File: config.mk
export PLATFORM = sky130hd
export DESIGN_NAME = lru_recency_list_top_flat
export DESIGN_NICKNAME = d
export VERILOG_FILES = /design/src/lrl_pkg.sv /design/src/lrl_ifs.sv /design/src/lrl_cell.sv /design/src/lru_recency_list_top.sv /design/src/flat_wrapper.sv
export SDC_FILE = /design/constraint.sdc
export NUM_CORES = 1
export LEC_CHECK = 0
export BUFFER_PORTS_ARGS = -buffer_cell sky130_fd_sc_hd__buf_4
export CORE_MARGIN = 2
export CORE_UTILIZATION = 50
export CTS_BUF_LIST = sky130_fd_sc_hd__clkbuf_8
export DETAILED_ROUTE_END_ITERATION = 8
export PLACE_DENSITY = 0.68
export SYNTH_ARGS = -nofsm -noshare
export SYNTH_HDL_FRONTEND = slang
export SYNTH_SLANG_ARGS = --single-unit
File: constraint.sdc
create_clock -name clk -period 4.2 [get_ports clk]
set_input_delay 0.84 -clock clk [delete_from_list [all_inputs] [get_ports clk]]
set_output_delay 0.84 -clock clk [all_outputs]
set_load 0.005 [all_outputs]
File: src/lrl_pkg.sv
// Shared types and constants for the LRU recency list.
// No dependencies; compiled first.
`default_nettype none

package lrl_pkg;

	localparam int KEY_W = 32;
	localparam int CNT_W = 4;

	localparam logic [CNT_W-1:0] MAX_ENTRIES_RST = 4'd8;

	typedef logic signed [KEY_W-1:0] key_t;
	typedef logic [CNT_W-1:0] cnt_t;

	typedef struct packed {
		logic probe;
		logic holds;
		logic shift;
	} cell_ctrl_t;

endpackage

`default_nettype wire

File: src/lrl_ifs.sv
// Valid/ready channel interfaces for access, result and configuration.
// Depends on lrl_pkg.
`default_nettype none

interface lrl_access_if;
	import lrl_pkg::*;
	logic valid;
	logic ready;
	key_t access_key;
	modport source (output valid, output access_key, input ready);
	modport sink (input valid, input access_key, output ready);
endinterface

interface lrl_result_if;
	import lrl_pkg::*;
	logic valid;
	logic ready;
	logic hit;
	logic evicted;
	key_t evicted_key;
	cnt_t fill_count;
	modport source (output valid, output hit, output evicted, output evicted_key,
		output fill_count, input ready);
	modport sink (input valid, input hit, input evicted, input evicted_key,
		input fill_count, output ready);
endinterface

interface lrl_cfg_if;
	import lrl_pkg::*;
	logic valid;
	logic ready;
	cnt_t max_entries;
	modport source (output valid, output max_entries, input ready);
	modport sink (input valid, input max_entries, output ready);
endinterface

`default_nettype wire

File: src/lrl_cell.sv
// One list position: holds a key, compares it against a probe and takes its
// neighbor's key on a shift. Depends on lrl_pkg.
`default_nettype none

module lrl_cell (
	input  wire logic              clk,
	input  wire lrl_pkg::cell_ctrl_t ctrl,
	input  wire lrl_pkg::key_t     probe_key,
	input  wire lrl_pkg::key_t     prev_key,
	output lrl_pkg::key_t          key,
	output logic                   match
);
	import lrl_pkg::*;

	key_t key_q;
	logic match_s1;

	always_ff @(posedge clk) begin
		if (ctrl.probe) begin
			match_s1 <= ctrl.holds && (key_q == probe_key);
		end
		if (ctrl.shift) begin
			key_q <= prev_key;
		end
	end

	assign key = key_q;
	assign match = match_s1;

endmodule

`default_nettype wire

File: src/lru_recency_list_top.sv
// LRU recency list: a row of cells ordered from most to least recently used.
// An access is registered into stage one; the result registers load when stage
// one advances, which stalls while a held result is not taken. A new access waits
// for an empty stage one. Cells compare on accept and shift toward the tail on advance.
// Reset empties the list and sets max_entries to 8; cell keys are not reset.
`default_nettype none

module lru_recency_list_top #(
	parameter int CAPACITY = 8
) (
	input  wire logic  clk,
	input  wire logic  arst_n,
	lrl_access_if.sink access,
	lrl_result_if.source result,
	lrl_cfg_if.sink    cfg
);
	import lrl_pkg::*;

	localparam int OCC_W = $clog2(CAPACITY + 1);
	localparam int CMP_W = (OCC_W > CNT_W) ? OCC_W : CNT_W;

	logic [OCC_W-1:0] occ_q;
	cnt_t             max_entries_q;
	logic             s1_valid_q;
	key_t             key_s1;

	logic             out_valid_q;
	logic             hit_q;
	logic             evicted_q;
	key_t             evicted_key_q;
	cnt_t             fill_count_q;

	logic             accept;
	logic             advance;
	logic [CAPACITY-1:0] match_vec;
	logic [CAPACITY-1:0] tail_sel;
	key_t             cell_key [CAPACITY];
	cell_ctrl_t       ctrl [CAPACITY];
	logic             hit;
	logic             room;
	logic [CMP_W-1:0] lim;
	key_t             tail_key;
	logic [OCC_W-1:0] occ_next;

	assign access.ready = !s1_valid_q;
	assign accept       = access.valid && access.ready;
	assign advance      = s1_valid_q && (!out_valid_q || result.ready);
	assign cfg.ready    = 1'b1;

	always_comb begin
		if (max_entries_q == '0) begin
			lim = CMP_W'(1);
		end else if (CMP_W'(max_entries_q) > CMP_W'(CAPACITY)) begin
			lim = CMP_W'(CAPACITY);
		end else begin
			lim = CMP_W'(max_entries_q);
		end
	end

	assign hit  = |match_vec;
	assign room = CMP_W'(occ_q) < lim;

	always_comb begin
		tail_key = '0;
		for (int i = 0; i < CAPACITY; i++) begin
			tail_key = tail_key | (cell_key[i] & {KEY_W{tail_sel[i]}});
		end
	end

	assign occ_next = (!hit && room) ? occ_q + OCC_W'(1) : occ_q;

	for (genvar i = 0; i < CAPACITY; i++) begin : g_cell
		assign tail_sel[i]    = (OCC_W'(i + 1) == occ_q);
		assign ctrl[i].probe  = accept;
		assign ctrl[i].holds  = (OCC_W'(i) < occ_q);
		if (i == 0) begin : g_head
			assign ctrl[i].shift = advance;
			lrl_cell u_cell (
				.clk       (clk),
				.ctrl      (ctrl[i]),
				.probe_key (access.access_key),
				.prev_key  (key_s1),
				.key       (cell_key[i]),
				.match     (match_vec[i])
			);
		end else begin : g_body
			assign ctrl[i].shift = advance && (hit ? (|(match_vec >> i))
				: ((OCC_W'(i) < occ_q) || (room && (OCC_W'(i) == occ_q))));
			lrl_cell u_cell (
				.clk       (clk),
				.ctrl      (ctrl[i]),
				.probe_key (access.access_key),
				.prev_key  (cell_key[i-1]),
				.key       (cell_key[i]),
				.match     (match_vec[i])
			);
		end
	end

	always_ff @(posedge clk or negedge arst_n) begin
		if (!arst_n) begin
			occ_q         <= '0;
			max_entries_q <= MAX_ENTRIES_RST;
			s1_valid_q    <= 1'b0;
			out_valid_q   <= 1'b0;
		end else begin
			if (cfg.valid && cfg.ready) begin
				max_entries_q <= cfg.max_entries;
			end
			if (accept) begin
				s1_valid_q <= 1'b1;
			end else if (advance) begin
				s1_valid_q <= 1'b0;
			end
			if (advance) begin
				occ_q       <= occ_next;
				out_valid_q <= 1'b1;
			end else if (result.ready) begin
				out_valid_q <= 1'b0;
			end
		end
	end

	always_ff @(posedge clk) begin
		if (accept) begin
			key_s1 <= access.access_key;
		end
		if (advance) begin
			hit_q         <= hit;
			evicted_q     <= !hit && !room;
			evicted_key_q <= (!hit && !room) ? tail_key : '0;
			fill_count_q  <= CNT_W'(occ_next);
		end
	end

	assign result.valid       = out_valid_q;
	assign result.hit         = hit_q;
	assign result.evicted     = evicted_q;
	assign result.evicted_key = evicted_key_q;
	assign result.fill_count  = fill_count_q;

`ifndef ASSERT_OFF
	a_occ_bound: assert property (@(posedge clk) disable iff (!arst_n)
		occ_q <= OCC_W'(CAPACITY))
		else $error("occupancy exceeds capacity");

	a_unique_match: assert property (@(posedge clk) disable iff (!arst_n)
		s1_valid_q |-> $onehot0(match_vec))
		else $error("key held in more than one cell");

	a_result_source: assert property (@(posedge clk) disable iff (!arst_n)
		$rose(out_valid_q) |-> $past(s1_valid_q))
		else $error("result appeared without an access in flight");

	a_hit_no_evict: assert property (@(posedge clk) disable iff (!arst_n)
		out_valid_q |-> !(hit_q && evicted_q))
		else $error("hit and eviction reported together");
`endif

endmodule

`default_nettype wire
File: src/flat_wrapper.sv
// flat-port wrapper written by rule: the top's interface ports become plain ports
module lru_recency_list_top_flat import lrl_pkg::*;
#(
	parameter int CAPACITY = 8
)
  (clk, arst_n, access_valid, access_access_key, access_ready, result_valid, result_hit, result_evicted, result_evicted_key, result_fill_count, result_ready, cfg_valid, cfg_max_entries, cfg_ready);
  lrl_access_if access_i ();
  lrl_result_if result_i ();
  lrl_cfg_if cfg_i ();
  input  wire logic clk;
  input  wire logic arst_n;
  input wire logic [$bits(access_i.valid)-1:0] access_valid;
  input wire logic [$bits(access_i.access_key)-1:0] access_access_key;
  output wire logic [$bits(access_i.ready)-1:0] access_ready;
  output wire logic [$bits(result_i.valid)-1:0] result_valid;
  output wire logic [$bits(result_i.hit)-1:0] result_hit;
  output wire logic [$bits(result_i.evicted)-1:0] result_evicted;
  output wire logic [$bits(result_i.evicted_key)-1:0] result_evicted_key;
  output wire logic [$bits(result_i.fill_count)-1:0] result_fill_count;
  input wire logic [$bits(result_i.ready)-1:0] result_ready;
  input wire logic [$bits(cfg_i.valid)-1:0] cfg_valid;
  input wire logic [$bits(cfg_i.max_entries)-1:0] cfg_max_entries;
  output wire logic [$bits(cfg_i.ready)-1:0] cfg_ready;
  assign access_i.valid = access_valid;
  assign access_i.access_key = access_access_key;
  assign access_ready = access_i.ready;
  assign result_valid = result_i.valid;
  assign result_hit = result_i.hit;
  assign result_evicted = result_i.evicted;
  assign result_evicted_key = result_i.evicted_key;
  assign result_fill_count = result_i.fill_count;
  assign result_i.ready = result_ready;
  assign cfg_i.valid = cfg_valid;
  assign cfg_i.max_entries = cfg_max_entries;
  assign cfg_ready = cfg_i.ready;
  lru_recency_list_top #(.CAPACITY(CAPACITY)) u_core (.clk(clk), .arst_n(arst_n), .access(access_i), .result(result_i), .cfg(cfg_i));
endmodule
* Word-level counts from Yosys, hierarchy flattened *
Index checks and enable logic that the tools add are counted.

word-level totals
  bits in registers = 344
  input bits = 41
  output and inout port bits = 41

cells by class
  $add $sub $neg = 1
  magnitude comparators = 10
  equality and inequality tests = 16
  multiplexer cells = 14
  bitwise logic cells = 15
  reduce and logical (&&, ||, !) cells = 48

operator list
  operator                                           count
  AND 32 bit                                         8
  == test 32 bit                                     8
  OR 32 bit                                          7
  logical AND 1 bit                                  26
  == test 3 x 4 -> 1 bit, first input constant       4
  < comparator 3 x 4 -> 1 bit, first input constant  4
  2-to-1 mux 4 bit                                   3
  2-to-1 mux 1 bit                                   11
  == test 2 x 4 -> 1 bit, first input constant       2
  logical OR 1 bit                                   8
  < comparator 1 x 4 -> 1 bit, first input constant  2
  < comparator 2 x 4 -> 1 bit, first input constant  2
  OR reduction 8 bit                                 1
  OR reduction 7 bit                                 1
  OR reduction 6 bit                                 1
  OR reduction 5 bit                                 1
  adder 4 x 1 -> 4 bit, second input constant        1
  == test 1 x 4 -> 1 bit, first input constant       1
  == test 4 bit, first input constant                1
  > comparator 4 bit, second input constant          1
  zero test 1 bit                                    4
  zero test 4 bit                                    1
  < comparator 4 bit                                 1
  nonzero test 2 bit                                 2
  other kinds (3)                                    3

* Logic depth before layout (Yosys ltp) *
  depth in word-level cells = 9
  mapped depth = 9
  depth with buffers taken out = 7

* Hierarchy *
Synthesis repeated with hierarchy kept, for this count alone.

second synthesis, totals
  cell total of the unflattened synthesis = 1089
  area total of the unflattened synthesis = 15851.5 sq um

by module, submodules not included
  module                times used  cells each  area each (sq um)
  lrl_cell              8           77          1346.3
  lru_recency_list_top  1           473         5081.1

* Worst setup path after synthesis *
No wires, ideal clock.

  path type = input -> register
  start = input result_ready
  end = register u_core.g_cell[3].g_body.u_cell.key_q[0] (enable)
  data arrival time = 4.514 ns
  data required time = 3.768 ns
  path slack = -0.746 ns
  stages = 5
  buffers on the path = 0
  cell sequence = nand2b_1 > nand2_1 > inv_1 > o21ai_0 > a21oi_1

RTL lines
  what                    RTL line            source
  start: declaration      flat_wrapper.sv:20  input wire logic [$bits(result_i.ready)-1:0] result_ready;
  end signal: assignment  lrl_cell.sv:23      key_q <= prev_key;
  end: declaration        lrl_cell.sv:15      key_t key_q;

* Worst setup path in the final report *
  start = register u_core.occ_q[1]
  end = register u_core.evicted_key_q[7], in the netlist u_core.result.evicted_key[7], data pin

on the way
  cells in the longest elaborated chain, start to end = 9
  elaborated cells on any way between the ends = 26
  those cells by class = order compare (1); eq/ne (8); bitwise (15); reduce/logical (2)

ends and longest elaborated chain
  what                                                              RTL line                     source
  start: declaration                                                lru_recency_list_top.sv:22   logic [OCC_W-1:0] occ_q;
  start signal: assignment                                          lru_recency_list_top.sv:116  occ_q <= occ_next;
  == test 1 x 4 -> 1 bit or == test 2 x 4 -> 1 bit (tied branches)  lru_recency_list_top.sv:73   assign tail_sel[i] = (OCC_W'(i + 1) == occ_q);
  AND 32 bit                                                        lru_recency_list_top.sv:66   tail_key = tail_key | (cell_key[i] & {KEY_W{tail_sel[i]}});
  OR 32 bit (7 in a row)                                            lru_recency_list_top.sv:66
  end signal: assignment                                            lru_recency_list_top.sv:131  evicted_key_q <= (!hit && !room) ? tail_key : '0;
  end: declaration                                                  lru_recency_list_top.sv:30   key_t evicted_key_q;

Several ways; a longest one is shown, not always the timed one.
A chain may end at the register's enable or synchronous reset.

==> out/results.txt <==
Once layout is complete, the cells apart from fillers number 1,613. The total via count after detailed routing is 10.74k. STA puts the critical path data required time at 4.59 ns. For this run, the total global-route usage over all layers was measured as 31.12%. The tools report the number of slew-limit violations in the final report as 0. The tree is rooted in a sky130_fd_sc_hd__clkbuf_8. The number of port buffers is 80, and the first-pass iteration count of the detailed router is 6.

The ratio of cells with drive above 1 in the final layout was 17.58%. The total count of hold-check failures in the final report was 0. The launch point of the worst path is u_core.occ_q[1]. The analysis attributes to net switching a power of 0.004280 W. For this run, the number of Yosys warnings is 0.

The total DRC errors in the routed layout is 0. In this run the post-CTS setup repair buffer count came out at 0. After synthesis, flip-flops and latches occupy 65.86% of the total area. Maximum root-to-sink buffer count: 3. Number of standard cells after synthesis: 1,084.

The source-to-sink clock delay at the later pin of the worst-skew pair is 0.60 ns. The detail route stage leaves a number of antenna-violating nets equal to 0. The starting density of the core was 50.90%. Net switching share of the total power: 35.85%. Endpoint of the most critical setup path: u_core.result.evicted_key[7]. The die is 180.7 µm tall. The worst ir drop on vdd is 0.2981 mV, and the wire length of the first global-routing pass is 73,330 µm. For this design, the CTS-stage hold fixing added 0 buffers. The clock buffer count from CTS is 56, and the actual slew at the worst max-slew pin is 1.440 ns.

The tools report the multi-input combinational cell area as 5104 µm². After global routing the overflow that remains totals 0. The number of register bits inferred by synthesis is 344, and the number of antenna violations at the first check in global routing is 0. The tools report the critical path capture point type as a flop. For the unique cell type count in the Yosys netlist, the log shows 52. The layout overhead on the synthesized area was 14.17%. The smallest clock period supported by the final layout is computed as 3.363 ns. The static leakage came out at 6.025 nW. The worst pin sits at a relative slew slack of 4.022%. In this run the worst hold path is classified as in -> async. The post-placement setup slack is 0.9497 ns.

In this run, synthesis inferred 334 flip-flops with an integrated enable. The clock arrives with 0.02927 ns of skew. Timing would allow up to 297.3 MHz. The run gives 344 as the count of clock tree sinks. Entering global routing, the biggest net connects 39 pins. In this run the power density over the cells is 669.8 nW/µm².

For the area of all sequential standard cells, the log shows 10,280 µm². The die area came out at 32,650 µm². Clock transition at the registers of the reported paths: 0.07 ns. The run gives 35,120 µm as the post-detailed-placement half-perimeter wirelength.

The worst register-to-register path ends at u_core.result.evicted_key[7]. The post-cts resize count was 0; the placeable core area was 30,670 µm². Per report_power, the combinational group accounts for 25.5% of the total.

Setup violations remaining at the end of the flow were counted as 0. The run gives 2 as the H-tree level count. The wire length per cell was 31.82 µm; the final setup slack of the worst path was 0.8369 ns. The logs give 1,990 for the initial detailed-routing violation count and 1,131 for the total nets after synthesis. The ratio of final minimum period to clock period came out at 80.07%. From left edge to right edge, the die measures 180.7 µm.

For the final-layout fill cell count, the log shows 2,456. The run finished with clean final reports. The net count of the finished layout came out at 1,225. Cell-internal power: 0.007657 W. The worst setup path is of the reg -> reg kind. The launching point of the worst reg2reg path was u_core.occ_q[1].

For the via count of the first global-routing pass, the log shows 10.46k. The post-detailed-routing wire length was 51,330 µm. The post-synthesis async set-or-reset flop share is 2.907%.

0 antenna diodes ended up in the layout. STA classifies the critical path startpoint as a flop. The logs give 58.11% for the share of the core filled with cells in the final layout and 1,516 for the cell count after placement. The number of top-level pins is 82, and the peak fanout along the critical path is 31. The critical path data arrival time is 3.76 ns. TritonCTS built the clock tree.

Sequential group share of total power: 51.2%. Each instance of the synthesized netlist takes up on average 14.40 µm². Final weighted congestion of routability-driven global placement: 1.046.

Setup slack on the worst reg-to-reg path comes out at 0.84 ns. The routed via count divided by cell count is 6.658. Setup repair after global routing left no endpoint under its margin. The worst-case reg-to-reg path depth works out to 6.

The prevailing post-synth register cell was sky130_fd_sc_hd__edfxtp_1. The run gives 0 as the max-cap violation count. The cell area after synthesis came out at 15,610 µm². Of the total power, the clock network draws 23.2%. The initialized floorplan defines 64 standard-cell rows. After routing, the total negative slack on setup checks comes to 0 ns.
## Yosys cell counts, types with 2 or more instances
cell                        number  area (µm²)
sky130_fd_sc_hd__edfxtp_1      334       10030
sky130_fd_sc_hd__dfrtp_1         9       225.2
sky130_fd_sc_hd__clkbuf_1       64       240.2
sky130_fd_sc_hd__o2111ai_1       2       17.52
sky130_fd_sc_hd__nand3_1        27       135.1
sky130_fd_sc_hd__nand2b_1        9       56.30
sky130_fd_sc_hd__nand4_1        21       131.4
sky130_fd_sc_hd__a32oi_1         2       17.52
sky130_fd_sc_hd__or3_1           6       37.54
sky130_fd_sc_hd__mux2_2         13       146.4
sky130_fd_sc_hd__nor2b_1         5       31.28
sky130_fd_sc_hd__a22oi_1        42       315.3
sky130_fd_sc_hd__a31oi_1        26       162.7
sky130_fd_sc_hd__buf_2           5       25.02
sky130_fd_sc_hd__xor2_1        176        1541
sky130_fd_sc_hd__a22o_1          9       78.83
sky130_fd_sc_hd__buf_1           5       18.77
sky130_fd_sc_hd__inv_1           5       18.77
sky130_fd_sc_hd__o211ai_1        3       22.52
sky130_fd_sc_hd__o21ai_0        25       125.1
sky130_fd_sc_hd__xnor2_1        86       753.2
sky130_fd_sc_hd__and3b_1         3       26.28
sky130_fd_sc_hd__nor4_1         47       294.0
sky130_fd_sc_hd__a21oi_1        31       155.2
sky130_fd_sc_hd__a222oi_1       26       260.3
sky130_fd_sc_hd__mux2i_1         2       20.02
sky130_fd_sc_hd__nor3b_1         2       15.01
sky130_fd_sc_hd__nand3b_1       14       105.1
sky130_fd_sc_hd__clkinv_1        2       7.510
sky130_fd_sc_hd__nor3_1         21       105.1
sky130_fd_sc_hd__and3_1          4       25.02
sky130_fd_sc_hd__a221oi_1       15       131.4
sky130_fd_sc_hd__ha_1            6       75.07
sky130_fd_sc_hd__nand2_1        12       45.04
sky130_fd_sc_hd__nor2_1          7       26.28
sky130_fd_sc_hd__a21o_1          2       15.01
## through the flow
step | hold slack (ns) | total power [W] | instance area (µm²)
final | 0.07589 | 0.01194 | 17820
after global routing | 0.05873 | 0.01231 | 17820
after CTS | 0.05988 | 0.01187 | 17820
after detailed placement | 0.4045 | 0.009096 | 16790
after global placement | 0.4009 | 0.009069 | 16790
after floorplan | 0.4003 | 0.007430 | 15630
## sequential cells by signal (all words and copies together) (netlist names), 4 cells and up
name,flops
u_core.g_cell.g_body.u_cell.key,224
u_core.g_cell.g_body.u_cell.match,7
u_core.g_cell.g_head.u_cell.key,32
u_core.key_s1,32
u_core.max_entries_q,4
u_core.occ_q,4
u_core.result.evicted_key,32
u_core.result.fill_count,4
## power by group through the flow
stage / sequential, W / combinational, W / clock [W]
finish: 0.00612 / 0.00305 / 0.00277
global route: 0.00620 / 0.00316 / 0.00295
CTS: 0.00607 / 0.00299 / 0.00281
detailed placement: 0.00612 / 0.00297 / 0
global placement: 0.00610 / 0.00296 / 0
floorplan: 0.00585 / 0.00158 / 0
## layout by cell type, fill, tap and decap left out, types with 13 or more instances in the layout
cell,synthesis,layout
sky130_fd_sc_hd__a21oi_1,31,28
sky130_fd_sc_hd__a221oi_1,15,14
sky130_fd_sc_hd__a222oi_1,26,26
sky130_fd_sc_hd__a22oi_1,42,42
sky130_fd_sc_hd__a31oi_1,26,24
sky130_fd_sc_hd__buf_4,1,108
sky130_fd_sc_hd__clkbuf_8,0,57
sky130_fd_sc_hd__clkinv_1,2,16
sky130_fd_sc_hd__edfxtp_1,334,334
sky130_fd_sc_hd__inv_1,5,20
sky130_fd_sc_hd__mux2_2,13,13
sky130_fd_sc_hd__nand3_1,27,27
sky130_fd_sc_hd__nand3b_1,14,14
sky130_fd_sc_hd__nand4_1,21,21
sky130_fd_sc_hd__nor3_1,21,21
sky130_fd_sc_hd__nor4_1,47,47
sky130_fd_sc_hd__o21ai_0,25,25
sky130_fd_sc_hd__xnor2_1,86,86
sky130_fd_sc_hd__xor2_1,176,176
## routing by layer
metal / track usage [%] / up-vias / wire (µm)
met5: 0 / - / 0
met3: 8.406 / 169 / 6334
met4: 14.68 / 0 / 2737
met2: 46.74 / 863 / 22610
li1: - / 4372 / -
met1: 42.32 / 5335 / 19650
## cells by family after synthesis
family | Yosys count | share of synthesized area, %
buffers and inverters | 84 | 2.100
other | 1 | 0.02402
AOI/OAI and AO/OA | 187 | 8.641
DFF | 344 | 65.86
xor gates and xnor gates | 262 | 14.70
muxes | 16 | 1.162
adders and majority gates | 6 | 0.4809
and+or+nand+nor | 184 | 7.030
## critical path, stage by stage (launching register included)
cell and delay (ns):
sky130_fd_sc_hd__dfrtp_1 0.55, sky130_fd_sc_hd__inv_1 0.20, sky130_fd_sc_hd__ha_1 0.18, sky130_fd_sc_hd__buf_4 0.45, sky130_fd_sc_hd__and2_1 1.18, sky130_fd_sc_hd__a222oi_1 0.20, sky130_fd_sc_hd__a31oi_1 0.38
## final cells by class
class | count | area share [%]
Clock inverter | 40 | 1.369
Sequential cell | 344 | 57.70
Timing Repair Buffer | 111 | 4.886
Clock buffer | 57 | 4.402
Multi-Input combinational cell | 656 | 28.64
Inverter | 9 | 0.2247
Tap cell | 396 | 2.780
## how the worst min path moves through the flow
stage | startpoint | endpoint | slack (ns) | cells after the start
final | arst_n | u_core.max_entries_q[0] | 0.08 | 1
after global routing | arst_n | u_core.s1_valid_q | 0.06 | 1
after CTS | arst_n | u_core.max_entries_q[0] | 0.06 | 1
after detailed placement | u_core.key_s1[1] | u_core.g_cell[0].g_head.u_cell.key[1] | 0.40 | 0
after global placement | u_core.key_s1[29] | u_core.g_cell[0].g_head.u_cell.key[29] | 0.40 | 0
after floorplan | u_core.key_s1[0] | u_core.g_cell[0].g_head.u_cell.key[0] | 0.40 | 0
(Power assumes the default switching activity.)
